==> config.mk <==
export PLATFORM = sky130hd
export DESIGN_NAME = level_bar_pixel_color_unit_flat
export DESIGN_NICKNAME = d
export VERILOG_FILES = /design/src/rtl/lbpc_pkg.sv /design/src/rtl/lbpc_channels.sv /design/src/rtl/lbpc_geom.sv /design/src/rtl/lbpc_div.sv /design/src/rtl/lbpc_hsv.sv /design/src/rtl/lbpc_mix.sv /design/src/rtl/level_bar_pixel_color_unit.sv /design/src/flat_wrapper.sv
export SDC_FILE = /design/constraint.sdc
export NUM_CORES = 2
export LEC_CHECK = 0
export ABC_AREA = 1
export BUFFER_PORTS_ARGS = -buffer_cell sky130_fd_sc_hd__buf_2
export CAP_MARGIN = 25
export CORE_UTILIZATION = 38
export DETAILED_ROUTE_END_ITERATION = 7
export SLEW_MARGIN = 20
export SYNTH_ARGS = -nofsm -noshare
export SYNTH_HDL_FRONTEND = slang
export SYNTH_SLANG_ARGS = --single-unit
==> constraint.sdc <==
create_clock -name clk -period 14.85 [get_ports clk]
set_input_delay 0.7425 -clock clk [delete_from_list [all_inputs] [get_ports clk]]
set_output_delay 0.7425 -clock clk [all_outputs]
set_load 0.02 [all_outputs]
==> src/rtl/lbpc_pkg.sv <==
// Shared types, constants and register map of the level-bar pixel color unit.
// No dependencies; every other file of the block imports this package.
package lbpc_pkg;

  localparam int CFG_IDX_W  = 3;
  localparam int CFG_DATA_W = 16;
  localparam int MAX_LEDS   = 256;

  localparam int PIX_W  = 8;
  localparam int VOL_W  = 11;
  localparam int HUE_W  = 8;
  localparam int CH_W   = 8;
  localparam int LEN_W  = 9;
  localparam int NUM_W  = 19;
  localparam int QUO_W  = 8;
  localparam int FULL_SCALE = 1024;

  // pipeline geometry
  localparam int GEOM_STAGES = 2;
  localparam int DIV_BPS     = 2;
  localparam int DIV_STAGES  = QUO_W / DIV_BPS;
  localparam int HSV_STAGES  = DIV_STAGES + 1;
  localparam int MIX_STAGES  = 2;
  localparam int PIPE_STAGES = GEOM_STAGES + HSV_STAGES + 1;

  // reciprocal multipliers: 24/17 scale, /60 sector, /60 fraction
  localparam int HUE_SCALE_SHIFT = 20;
  localparam int HUE_SCALE_MUL   = 24 * ((1 << HUE_SCALE_SHIFT) / 17 + 1);
  localparam int SECTOR_SPAN     = 60;
  localparam int SECTOR_SHIFT    = 16;
  localparam int SECTOR_RECIP    = (1 << SECTOR_SHIFT) / SECTOR_SPAN + 1;
  localparam int FRAC_SHIFT      = 20;
  localparam int FRAC_RECIP      = (1 << FRAC_SHIFT) / SECTOR_SPAN + 1;
  localparam int SECTOR_COUNT    = 6;
  localparam int DIM_LIMIT       = 4;

  typedef enum logic [CFG_IDX_W-1:0] {
    REG_ANIM_MODE,
    REG_STRIP_LENGTH,
    REG_HUE_STEP,
    REG_HUE_OFFSET,
    REG_MAIN_HUE,
    REG_BACKGROUND_HUE,
    REG_MAIN_SAT_BRIGHT,
    REG_BACK_SAT_BRIGHT
  } cfg_index_t;

  typedef enum logic [1:0] {
    MODE_RAINBOW,
    MODE_STATIC,
    MODE_FLAT
  } anim_mode_t;

  typedef enum logic [2:0] {
    SEC_RED_GREEN_UP,
    SEC_GREEN_RED_DOWN,
    SEC_GREEN_BLUE_UP,
    SEC_BLUE_GREEN_DOWN,
    SEC_BLUE_RED_UP,
    SEC_RED_BLUE_DOWN
  } sector_t;

  typedef struct packed {
    logic [1:0]        anim_mode;
    logic [LEN_W-1:0]  strip_length;
    logic [HUE_W-1:0]  hue_step_per_pixel;
    logic [HUE_W-1:0]  hue_offset;
    logic [HUE_W-1:0]  main_hue;
    logic [HUE_W-1:0]  background_hue;
    logic [15:0]       main_sat_bright;
    logic [15:0]       back_sat_bright;
  } cfg_t;

  localparam cfg_t CFG_RESET = '{
    anim_mode:          2'd0,
    strip_length:       9'd256,
    hue_step_per_pixel: 8'd20,
    hue_offset:         8'd0,
    main_hue:           8'd0,
    background_hue:     8'd0,
    main_sat_bright:    16'hFFFF,
    back_sat_bright:    16'hFFFF
  };

  typedef struct packed {
    logic [HUE_W-1:0] hue;
    logic [CH_W-1:0]  sat;
    logic [CH_W-1:0]  val;
  } hsv_in_t;

  typedef struct packed {
    logic [CH_W-1:0] red;
    logic [CH_W-1:0] green;
    logic [CH_W-1:0] blue;
  } rgb_t;

  typedef struct packed {
    logic             blend;
    logic [LEN_W-1:0] len;
    logic [NUM_W-1:0] num;
  } div_in_t;

  typedef struct packed {
    logic             blend;
    logic [QUO_W-1:0] w;
  } div_out_t;

endpackage

==> src/rtl/lbpc_channels.sv <==
// Valid/ready channel interfaces of the level-bar pixel color unit.
// Depends on lbpc_pkg for field widths.
interface lbpc_pixel_if;
  import lbpc_pkg::*;
  logic             valid;
  logic             ready;
  logic [PIX_W-1:0] pixel_index;
  logic [VOL_W-1:0] volume_level;
  logic [HUE_W-1:0] hue_base;

  modport source(output valid, pixel_index, volume_level, hue_base, input ready);
  modport sink(input valid, pixel_index, volume_level, hue_base, output ready);
endinterface

interface lbpc_color_if;
  import lbpc_pkg::*;
  logic            valid;
  logic            ready;
  logic [CH_W-1:0] red;
  logic [CH_W-1:0] green;
  logic [CH_W-1:0] blue;

  modport source(output valid, red, green, blue, input ready);
  modport sink(input valid, red, green, blue, output ready);
endinterface

==> src/rtl/lbpc_geom.sv <==
// Front stages: level threshold compare, blend decision, divide operands, hue and
// HSV operand selection. Depends on lbpc_pkg.
module lbpc_geom (
  input  logic                              clk,
  input  logic [lbpc_pkg::GEOM_STAGES-1:0]  en,
  input  lbpc_pkg::cfg_t                    cfg,
  input  logic [lbpc_pkg::PIX_W-1:0]        pixel_index,
  input  logic [lbpc_pkg::VOL_W-1:0]        volume_level,
  input  logic [lbpc_pkg::HUE_W-1:0]        hue_base,
  output lbpc_pkg::div_in_t                 div_req,
  output lbpc_pkg::hsv_in_t                 hsv_a,
  output lbpc_pkg::hsv_in_t                 hsv_b
);
  import lbpc_pkg::*;

  // stage 1
  logic [PIX_W-1:0]   s1_pix;
  logic [LEN_W-1:0]   s1_len;
  logic signed [21:0] s1_lprod;
  logic [HUE_W-1:0]   s1_hue_rb;

  logic [LEN_W-1:0]   len_sat;
  logic signed [11:0] thr;
  logic signed [21:0] lprod;
  logic [15:0]        rb_sum;

  always_comb begin
    len_sat = (cfg.strip_length > LEN_W'(MAX_LEDS)) ? LEN_W'(MAX_LEDS) : cfg.strip_length;
    thr     = $signed(12'(FULL_SCALE)) - $signed({1'b0, volume_level});
    lprod   = thr * $signed({1'b0, len_sat});
    rb_sum  = 16'(pixel_index) * 16'(cfg.hue_step_per_pixel)
            + 16'(hue_base) + 16'(cfg.hue_offset);
  end

  always_ff @(posedge clk) begin
    if (en[0]) begin
      s1_pix    <= pixel_index;
      s1_len    <= len_sat;
      s1_lprod  <= lprod;
      s1_hue_rb <= rb_sum[HUE_W-1:0];
    end
  end

  // stage 2
  logic signed [22:0] d;
  logic [19:0]        ad;
  logic [24:0]        ad20;
  logic [18:0]        span;
  logic signed [27:0] d20;
  logic signed [27:0] numw;
  logic               above;
  logic               blend;
  logic [HUE_W-1:0]   hue;
  logic [CH_W-1:0]    s_own;
  logic [CH_W-1:0]    v_own;
  hsv_in_t            a_next;

  always_comb begin
    d     = $signed({5'b0, s1_pix, 10'b0}) - {s1_lprod[21], s1_lprod};
    above = !d[22] && (d != '0);
    ad    = d[22] ? 20'(-d) : 20'(d);
    ad20  = {1'b0, ad, 4'b0} + {3'b0, ad, 2'b0};
    span  = {s1_len, 10'b0};
    blend = ad20 < {6'b0, span};
    d20   = $signed({d[22], d, 4'b0}) + $signed({{3{d[22]}}, d, 2'b0});
    numw  = $signed({9'b0, span}) - d20;

    unique case (anim_mode_t'(cfg.anim_mode))
      MODE_RAINBOW: hue = s1_hue_rb;
      MODE_STATIC:  hue = above ? cfg.main_hue : cfg.background_hue;
      default:      hue = '0;
    endcase

    s_own = above ? cfg.main_sat_bright[15:8] : cfg.back_sat_bright[15:8];
    v_own = above ? cfg.main_sat_bright[7:0]  : cfg.back_sat_bright[7:0];
    if (blend) begin
      a_next = '{hue: hue, sat: cfg.main_sat_bright[15:8], val: cfg.main_sat_bright[7:0]};
    end else if (v_own < CH_W'(DIM_LIMIT)) begin
      a_next = '{hue: '0, sat: '0, val: v_own};
    end else begin
      a_next = '{hue: hue, sat: s_own, val: v_own};
    end
  end

  always_ff @(posedge clk) begin
    if (en[1]) begin
      div_req.blend <= blend;
      div_req.len   <= s1_len;
      div_req.num   <= numw[NUM_W-1:0];
      hsv_a         <= a_next;
      hsv_b         <= '{hue: hue, sat: cfg.back_sat_bright[15:8],
                         val: cfg.back_sat_bright[7:0]};
    end
  end

endmodule

==> src/rtl/lbpc_div.sv <==
// Pipelined restoring divider for the blend weight, num / (8 * len), 8-bit quotient,
// two quotient bits per stage. Depends on lbpc_pkg.
module lbpc_div (
  input  logic                             clk,
  input  logic [lbpc_pkg::DIV_STAGES-1:0]  en,
  input  lbpc_pkg::div_in_t                req,
  output lbpc_pkg::div_out_t               res
);
  import lbpc_pkg::*;

  localparam int DIV_W = NUM_W + 1;

  logic [NUM_W-1:0] rem      [DIV_STAGES];
  logic [QUO_W-1:0] quo      [DIV_STAGES];
  logic [LEN_W-1:0] len      [DIV_STAGES];
  logic             blend    [DIV_STAGES];
  logic [NUM_W-1:0] rem_next [DIV_STAGES];
  logic [QUO_W-1:0] quo_next [DIV_STAGES];
  logic [LEN_W-1:0] len_src  [DIV_STAGES];
  logic             blend_src[DIV_STAGES];

  always_comb begin
    logic [DIV_W-1:0] r;
    logic [DIV_W-1:0] sh;
    logic [QUO_W-1:0] q;
    for (int j = 0; j < DIV_STAGES; j++) begin
      if (j == 0) begin
        r            = {1'b0, req.num};
        q            = '0;
        len_src[j]   = req.len;
        blend_src[j] = req.blend;
      end else begin
        r            = {1'b0, rem[j-1]};
        q            = quo[j-1];
        len_src[j]   = len[j-1];
        blend_src[j] = blend[j-1];
      end
      for (int k = 0; k < DIV_BPS; k++) begin
        sh = {{(DIV_W-LEN_W){1'b0}}, len_src[j]} << (3 + QUO_W - 1 - j * DIV_BPS - k);
        q  = {q[QUO_W-2:0], (r >= sh)};
        if (r >= sh) begin
          r = r - sh;
        end
      end
      rem_next[j] = r[NUM_W-1:0];
      quo_next[j] = q;
    end
  end

  always_ff @(posedge clk) begin
    for (int j = 0; j < DIV_STAGES; j++) begin
      if (en[j]) begin
        rem[j]   <= rem_next[j];
        quo[j]   <= quo_next[j];
        len[j]   <= len_src[j];
        blend[j] <= blend_src[j];
      end
    end
  end

  assign res.blend = blend[DIV_STAGES-1];
  assign res.w     = quo[DIV_STAGES-1];

endmodule

==> src/rtl/lbpc_hsv.sv <==
// Five-stage integer HSV to RGB converter: 0..360 hue scale, six 60-unit sectors.
// Depends on lbpc_pkg.
module lbpc_hsv (
  input  logic                             clk,
  input  logic [lbpc_pkg::HSV_STAGES-1:0]  en,
  input  lbpc_pkg::hsv_in_t                hsv,
  output lbpc_pkg::rgb_t                   rgb
);
  import lbpc_pkg::*;

  logic [8:0]      s0_h360;
  logic [15:0]     s0_vs;
  logic [CH_W-1:0] s0_v;

  sector_t         s1_zone;
  logic [5:0]      s1_frac;
  logic [CH_W-1:0] s1_c;
  logic [CH_W-1:0] s1_v;

  sector_t         s2_zone;
  logic [13:0]     s2_prod;
  logic [CH_W-1:0] s2_c;
  logic [CH_W-1:0] s2_v;

  sector_t         s3_zone;
  logic [CH_W-1:0] s3_a;
  logic [CH_W-1:0] s3_lo;
  logic [CH_W-1:0] s3_v;

  logic [28:0]     hprod;
  logic [19:0]     qprod;
  logic [2:0]      q;
  logic [8:0]      frac9;
  logic [27:0]     aprod;
  logic [CH_W-1:0] up;
  logic [CH_W-1:0] dn;
  rgb_t            rgb_next;

  always_comb begin
    hprod = 29'(hsv.hue) * 29'(HUE_SCALE_MUL);
    qprod = 20'(s0_h360) * 20'(SECTOR_RECIP);
    q     = qprod[SECTOR_SHIFT +: 3];
    frac9 = s0_h360 - 9'(q * 9'(SECTOR_SPAN));
    aprod = 28'(s2_prod) * 28'(FRAC_RECIP);
    up    = s3_lo + s3_a;
    dn    = s3_v - s3_a;
    unique case (s3_zone)
      SEC_RED_GREEN_UP:    rgb_next = '{red: s3_v,  green: up,    blue: s3_lo};
      SEC_GREEN_RED_DOWN:  rgb_next = '{red: dn,    green: s3_v,  blue: s3_lo};
      SEC_GREEN_BLUE_UP:   rgb_next = '{red: s3_lo, green: s3_v,  blue: up};
      SEC_BLUE_GREEN_DOWN: rgb_next = '{red: s3_lo, green: dn,    blue: s3_v};
      SEC_BLUE_RED_UP:     rgb_next = '{red: up,    green: s3_lo, blue: s3_v};
      default:             rgb_next = '{red: s3_v,  green: s3_lo, blue: dn};
    endcase
  end

  always_ff @(posedge clk) begin
    if (en[0]) begin
      s0_h360 <= hprod[HUE_SCALE_SHIFT +: 9];
      s0_vs   <= 16'(hsv.val) * 16'(hsv.sat);
      s0_v    <= hsv.val;
    end
    if (en[1]) begin
      // full circle wraps back to the first sector
      s1_zone <= (q == 3'(SECTOR_COUNT)) ? SEC_RED_GREEN_UP : sector_t'(q);
      s1_frac <= frac9[5:0];
      s1_c    <= s0_vs[15:8];
      s1_v    <= s0_v;
    end
    if (en[2]) begin
      s2_zone <= s1_zone;
      s2_prod <= 14'(s1_c) * 14'(s1_frac);
      s2_c    <= s1_c;
      s2_v    <= s1_v;
    end
    if (en[3]) begin
      s3_zone <= s2_zone;
      s3_a    <= aprod[FRAC_SHIFT +: CH_W];
      s3_lo   <= s2_v - s2_c;
      s3_v    <= s2_v;
    end
    if (en[4]) begin
      rgb <= rgb_next;
    end
  end

endmodule

==> src/rtl/lbpc_mix.sv <==
// Output stages: aligns the blend weight with the two colors and mixes them,
// or passes the pixel's own color. Depends on lbpc_pkg.
module lbpc_mix (
  input  logic                             clk,
  input  logic [lbpc_pkg::MIX_STAGES-1:0]  en,
  input  lbpc_pkg::div_out_t               weight,
  input  lbpc_pkg::rgb_t                   color_a,
  input  lbpc_pkg::rgb_t                   color_b,
  output lbpc_pkg::rgb_t                   rgb
);
  import lbpc_pkg::*;

  logic             blend;
  logic [QUO_W-1:0] w;
  rgb_t             mixed;

  // floor(((256-w)*m + w*b) / 256) == m + floor(w*(b-m) / 256)
  function automatic logic [CH_W-1:0] mix_ch(input logic [CH_W-1:0] m,
                                             input logic [CH_W-1:0] b,
                                             input logic [QUO_W-1:0] wt);
    logic signed [8:0]  diff;
    logic signed [17:0] prod;
    logic signed [9:0]  sum;
    diff = $signed({1'b0, b}) - $signed({1'b0, m});
    prod = $signed({1'b0, wt}) * diff;
    sum  = $signed({2'b0, m}) + prod[17:8];
    return sum[CH_W-1:0];
  endfunction

  always_comb begin
    mixed.red   = mix_ch(color_a.red,   color_b.red,   w);
    mixed.green = mix_ch(color_a.green, color_b.green, w);
    mixed.blue  = mix_ch(color_a.blue,  color_b.blue,  w);
  end

  always_ff @(posedge clk) begin
    if (en[0]) begin
      blend <= weight.blend;
      w     <= weight.w;
    end
    if (en[1]) begin
      rgb <= blend ? mixed : color_a;
    end
  end

endmodule

==> src/rtl/level_bar_pixel_color_unit.sv <==
// Level-bar pixel color unit: LED index + volume level + base hue -> 8-bit RGB.
// Throughput: one pixel per cycle while the output accepts beats; each of the 8
// stages advances when it is empty or the stage after it advances, so bubbles
// fill while the output is stalled.
// Reset (synchronous): clears all stage valid bits and loads register defaults.
module level_bar_pixel_color_unit (
  input  logic                            clk,
  input  logic                            rst,
  input  logic                            cfg_write,
  input  logic [lbpc_pkg::CFG_IDX_W-1:0]  cfg_index,
  input  logic [lbpc_pkg::CFG_DATA_W-1:0] cfg_data,
  lbpc_pixel_if.sink                      pixel,
  lbpc_color_if.source                    color
);
  import lbpc_pkg::*;

  cfg_t                   cfg;
  logic [PIPE_STAGES-1:0] valid;
  logic [PIPE_STAGES-1:0] en;
  div_in_t                div_req;
  div_out_t               div_res;
  hsv_in_t                hsv_a;
  hsv_in_t                hsv_b;
  rgb_t                   rgb_a;
  rgb_t                   rgb_b;
  rgb_t                   rgb_out;

  always_ff @(posedge clk) begin
    if (rst) begin
      cfg <= CFG_RESET;
    end else if (cfg_write) begin
      unique case (cfg_index_t'(cfg_index))
        REG_ANIM_MODE:       cfg.anim_mode          <= cfg_data[1:0];
        REG_STRIP_LENGTH:    cfg.strip_length       <= cfg_data[LEN_W-1:0];
        REG_HUE_STEP:        cfg.hue_step_per_pixel <= cfg_data[HUE_W-1:0];
        REG_HUE_OFFSET:      cfg.hue_offset         <= cfg_data[HUE_W-1:0];
        REG_MAIN_HUE:        cfg.main_hue           <= cfg_data[HUE_W-1:0];
        REG_BACKGROUND_HUE:  cfg.background_hue     <= cfg_data[HUE_W-1:0];
        REG_MAIN_SAT_BRIGHT: cfg.main_sat_bright    <= cfg_data;
        REG_BACK_SAT_BRIGHT: cfg.back_sat_bright    <= cfg_data;
      endcase
    end
  end

  always_comb begin
    en[PIPE_STAGES-1] = !valid[PIPE_STAGES-1] || color.ready;
    for (int i = PIPE_STAGES - 2; i >= 0; i--) begin
      en[i] = !valid[i] || en[i+1];
    end
  end

  always_ff @(posedge clk) begin
    if (rst) begin
      valid <= '0;
    end else begin
      if (en[0]) begin
        valid[0] <= pixel.valid;
      end
      for (int i = 1; i < PIPE_STAGES; i++) begin
        if (en[i]) begin
          valid[i] <= valid[i-1];
        end
      end
    end
  end

  assign pixel.ready = en[0] && !rst;
  assign color.valid = valid[PIPE_STAGES-1];
  assign color.red   = rgb_out.red;
  assign color.green = rgb_out.green;
  assign color.blue  = rgb_out.blue;

  lbpc_geom u_geom (
    .clk          (clk),
    .en           (en[0 +: GEOM_STAGES]),
    .cfg          (cfg),
    .pixel_index  (pixel.pixel_index),
    .volume_level (pixel.volume_level),
    .hue_base     (pixel.hue_base),
    .div_req      (div_req),
    .hsv_a        (hsv_a),
    .hsv_b        (hsv_b)
  );

  lbpc_div u_div (
    .clk (clk),
    .en  (en[GEOM_STAGES +: DIV_STAGES]),
    .req (div_req),
    .res (div_res)
  );

  lbpc_hsv u_hsv_a (
    .clk (clk),
    .en  (en[GEOM_STAGES +: HSV_STAGES]),
    .hsv (hsv_a),
    .rgb (rgb_a)
  );

  lbpc_hsv u_hsv_b (
    .clk (clk),
    .en  (en[GEOM_STAGES +: HSV_STAGES]),
    .hsv (hsv_b),
    .rgb (rgb_b)
  );

  lbpc_mix u_mix (
    .clk     (clk),
    .en      (en[GEOM_STAGES + DIV_STAGES +: MIX_STAGES]),
    .weight  (div_res),
    .color_a (rgb_a),
    .color_b (rgb_b),
    .rgb     (rgb_out)
  );

endmodule

==> src/flat_wrapper.sv <==
// flat-port wrapper written by rule: the top's interface ports become plain ports
module level_bar_pixel_color_unit_flat import lbpc_pkg::*;
  (clk, rst, cfg_write, cfg_index, cfg_data, pixel_valid, pixel_pixel_index, pixel_volume_level, pixel_hue_base, pixel_ready, color_valid, color_red, color_green, color_blue, color_ready);
  lbpc_pixel_if pixel_i ();
  lbpc_color_if color_i ();
  input  logic clk;
  input  logic rst;
  input  logic cfg_write;
  input  logic [lbpc_pkg::CFG_IDX_W-1:0] cfg_index;
  input  logic [lbpc_pkg::CFG_DATA_W-1:0] cfg_data;
  input wire logic [$bits(pixel_i.valid)-1:0] pixel_valid;
  input wire logic [$bits(pixel_i.pixel_index)-1:0] pixel_pixel_index;
  input wire logic [$bits(pixel_i.volume_level)-1:0] pixel_volume_level;
  input wire logic [$bits(pixel_i.hue_base)-1:0] pixel_hue_base;
  output wire logic [$bits(pixel_i.ready)-1:0] pixel_ready;
  output wire logic [$bits(color_i.valid)-1:0] color_valid;
  output wire logic [$bits(color_i.red)-1:0] color_red;
  output wire logic [$bits(color_i.green)-1:0] color_green;
  output wire logic [$bits(color_i.blue)-1:0] color_blue;
  input wire logic [$bits(color_i.ready)-1:0] color_ready;
  assign pixel_i.valid = pixel_valid;
  assign pixel_i.pixel_index = pixel_pixel_index;
  assign pixel_i.volume_level = pixel_volume_level;
  assign pixel_i.hue_base = pixel_hue_base;
  assign pixel_ready = pixel_i.ready;
  assign color_valid = color_i.valid;
  assign color_red = color_i.red;
  assign color_green = color_i.green;
  assign color_blue = color_i.blue;
  assign color_i.ready = color_ready;
  level_bar_pixel_color_unit u_core (.clk(clk), .rst(rst), .cfg_write(cfg_write), .cfg_index(cfg_index), .cfg_data(cfg_data), .pixel(pixel_i), .color(color_i));
endmodule
==> results.sh <==
export IMPL_setup_viol_count_final=0
export IMPL_detailedRoute_firstIterationViolations=2123
export IMPL_dieHeight_um=399
export IMPL_hp_start="pixel_pixel_index[7]"
export IMPL_synth_cells=6647
export IMPL_grt_start_max_net_pins=77
export IMPL_post_route_period_util_pct=54.7
export IMPL_cts_buffer_depth=3
export IMPL_clock_transition_at_the_registers_of_the_reported_paths_ps=60
export IMPL_synth_cells_most_frequent="sky130_fd_sc_hd__inv_1, sky130_fd_sc_hd__nand2_1, sky130_fd_sc_hd__ha_1, sky130_fd_sc_hd__edfxtp_1, sky130_fd_sc_hd__fa_1"
export IMPL_track_usage_pct=16.9
export IMPL_post_cts_setup_buffers=0
export IMPL_tritoncts_num_buffers=71
export IMPL_route_detailed_vias_per_inst=4.85
export IMPL_synth_adder_area_share_pct=34.9
export IMPL_ioPinCount=77
export IMPL_antenna_left=0
export IMPL_die_area_mm2=0.160
export IMPL_final_tns_setup_ps=0
export IMPL_max_freq_mhz=123
export IMPL_critical_path_reg2reg_startpoint="u_core.u_hsv_a.rgb[0]"
export IMPL_synth_top_area_share_pct=26.3
export IMPL_synth_compound_area_share_pct=7.88
export IMPL_hold_buffers=0
export IMPL_drt_first_pass_iters=6
export IMPL_xor_xnor_share_of_the_synthesized_area_pct=4.96
export IMPL_synth_main_ff_cell="sky130_fd_sc_hd__edfxtp_1"
export IMPL_critical_path_slowest_cell="sky130_fd_sc_hd__o21ai_1"
export IMPL_drcViolationCount=0
export IMPL_timing_hold_violations_final=0
export IMPL_synthSimpleGateAreaFrac_pct=13.8
export IMPL_maxSlewViolCount=0
export IMPL_setup_worst_path_class="flip-flop to flip-flop"
export IMPL_global_route_wire_length_before_repair_um=220000
export IMPL_yosys_cell_count_top_type="sky130_fd_sc_hd__inv_1"
export IMPL_critical_path_max_stage_delay_ps=600
export IMPL_timing_clock_skew_ps=38.9
export IMPL_cap_viol_max_count=0
export IMPL_area_growth_syn_to_fin_pct=8.54
export IMPL_cp_data_arrival_time_ps=8530
export IMPL_synth_async_sr_flop_share_pct=0
export IMPL_crit_path_end_kind="flip-flop"
export IMPL_holdCritPathClass="input pin to flip-flop"
export IMPL_standard_cell_rows=145
export IMPL_synth_enable_flop_cells=525
export IMPL_clock_latency_on_the_worst_skew_pair_ps=690
export IMPL_tritoncts="yes"
export IMPL_max_slew_margin_rel_pct=32.0
export IMPL_placeableCoreArea_mm2=0.157
export IMPL_synth_area_top_cells="sky130_fd_sc_hd__edfxtp_1, sky130_fd_sc_hd__ha_1, sky130_fd_sc_hd__fa_1, sky130_fd_sc_hd__inv_1, sky130_fd_sc_hd__nand2_1"
export IMPL_worst_path_most_repeated_cell="sky130_fd_sc_hd__nand2_1"
export IMPL_yosys_register_bits=608
export IMPL_yosys_area_top_type="sky130_fd_sc_hd__edfxtp_1"
export IMPL_dp_hpwl_um=107000
export IMPL_crit_start="u_core.u_hsv_a.rgb[0]"
export IMPL_gp_congestion=0.897
export IMPL_outcome="complete, no violations"
export IMPL_grt_setup_unrepaired="no"
export IMPL_period_needed_ps=8130
export IMPL_yosys_mux_area_fraction_pct=0.0563
export IMPL_wire_length_per_cell_um=14.9
export IMPL_crit_path_max_fanout=8
export IMPL_drive_gt1_share_pct=4.49
export IMPL_first_global_vias=43700
export IMPL_die_w_um=399
export IMPL_synth_warning_count=0
export IMPL_synthDistinctLibCells=63
export IMPL_start_util_pct=38.3
export IMPL_synth_sequential_area_ratio_pct=29.0
export IMPL_io_buffers=76
export IMPL_netlist_area_before_placement_mm2=0.0600
export IMPL_clk_root_buffer_cell="sky130_fd_sc_hd__clkbuf_16"
export IMPL_worst_endpoint_required_ps=15260
export IMPL_ctsResizeCount=0
export IMPL_gr_total_overflow=0
export IMPL_crit_path_start_kind="flip-flop"
export IMPL_layout_nets=8124
export IMPL_main_combinational_cell_family_by_area_after_synthesis="adder cells"
export IMPL_nFillCells=15300
export IMPL_tightestPinTransition_ps=1020
export IMPL_h_tree_levels=3
export IMPL_average_instance_area_after_synthesis_um2=9.03
export IMPL_numClockSinks=608
export IMPL_dr_total_vias=42800
export IMPL_grt_antenna_before_repair=0
export IMPL_totalWireLength_um=132000
export IMPL_synth_net_count=8075
-- worst max-delay path, delay by kind of cell, from the launching register on --
kind	cells	cell delay (ps)
adder cells (fa/ha/maj)	9	3760
AO/OA/AOI/OAI	6	1610
AND/OR/NAND/NOR	13	1070
XOR/XNOR	4	620
flip-flops	1	450
buffers and inverters	5	360
-- stage by stage --
step                      cell area (um2)  setup slack [ps]  std cells  util [%]  hold WS, ps
after floorplan                     60000              2130       6647         -          400
after global placement              62600              6740       8679      40.0          402
after detailed placement            62600              6720       8679      40.0          405
after CTS                           65100              6700       8809      41.6          240
after global routing                65200              6010       8811      41.6          264
final                               65200              6720       8812      41.6          299
-- cell type report --
cell class	instances	area, um2	share of cell area (%)
multi-input combinational	4558	37000	56.8
sequential	608	17400	26.7
antenna	1	2.50	0.00384
timing repair buffer	98	553	0.849
clock buffer	85	1890	2.90
clock inverter	45	621	0.952
inverter	1359	5110	7.84
tap	2058	2570	3.95
-- state kept, by name (all words and copies together) (netlist names), 9 cells and up --
signal                  count
u_core.u_hsv_b.s2_prod     14
u_core.u_hsv_a.s2_prod     14
u_core.u_hsv_b.s0_h360      9
u_core.u_mix.rgb           24
u_core.u_hsv_a.rgb         24
u_core.u_geom.s1_lprod     22
u_core.u_geom.hsv_a        24
u_core.u_geom.hsv_b        24
u_core.u_div.rem           51
u_core.u_hsv_b.rgb         24
u_core.cfg                 75
u_core.u_geom.div_req      27
u_core.u_geom.s1_len        9
u_core.u_hsv_a.s0_h360      9
u_core.u_div.quo           20
u_core.u_div.len           27
-- cells by family after synthesis --
| kind of cell | after synthesis |
|---|---|
| buffers and inverters | 1481 |
| xor gates and xnor gates | 340 |
| and+or+nand+nor | 2010 |
| adders and majority gates | 1377 |
| muxes | 3 |
| AOI/OAI and AO/OA | 828 |
| DFF | 608 |
-- metal layers --
layer  part of all wire (%)  vias up  track usage (%)
li1                       -    21500                -
met1                     47    20400             22.5
met2                     48      725             29.3
met3                    3.4      153             1.79
met4                    2.2        0             4.19
met5                      0        -                0
-- path summary, 6_finish.rpt --
path	cells past startpoint	slack, ps	endpoint
hold reg to reg	0	410	u_core.u_hsv_b.s3_zone[1]
hold / removal	1	300	u_core.u_geom.s1_pix[7]
setup reg to reg	37	6720	u_core.u_mix.rgb[7]
setup / recovery	37	6720	u_core.u_mix.rgb[7]
-- cell usage in the layout, fill, tap and decap left out, drive strengths merged, types with 12 or more instances in the layout --
master	n
inv	1354
nand2	1207
ha	878
edfxtp	525
nor2	509
fa	499
a21oi	347
o21ai	266
xor2	211
nand3	169
xnor2	129
buf	98
clkbuf	85
dfxtp	83
clkinv	34
nor3	33
a31oi	32
o2111ai	30
a21o	29
nand4	26
o21bai	19
or2	18
nand3b	17
a22oi	17
nor4	14
o221ai	12
a21boi	12
Power is left out: the tool's default activity adds up to more than one toggle a clock period on the data nets, which glitch-free logic cannot reach.
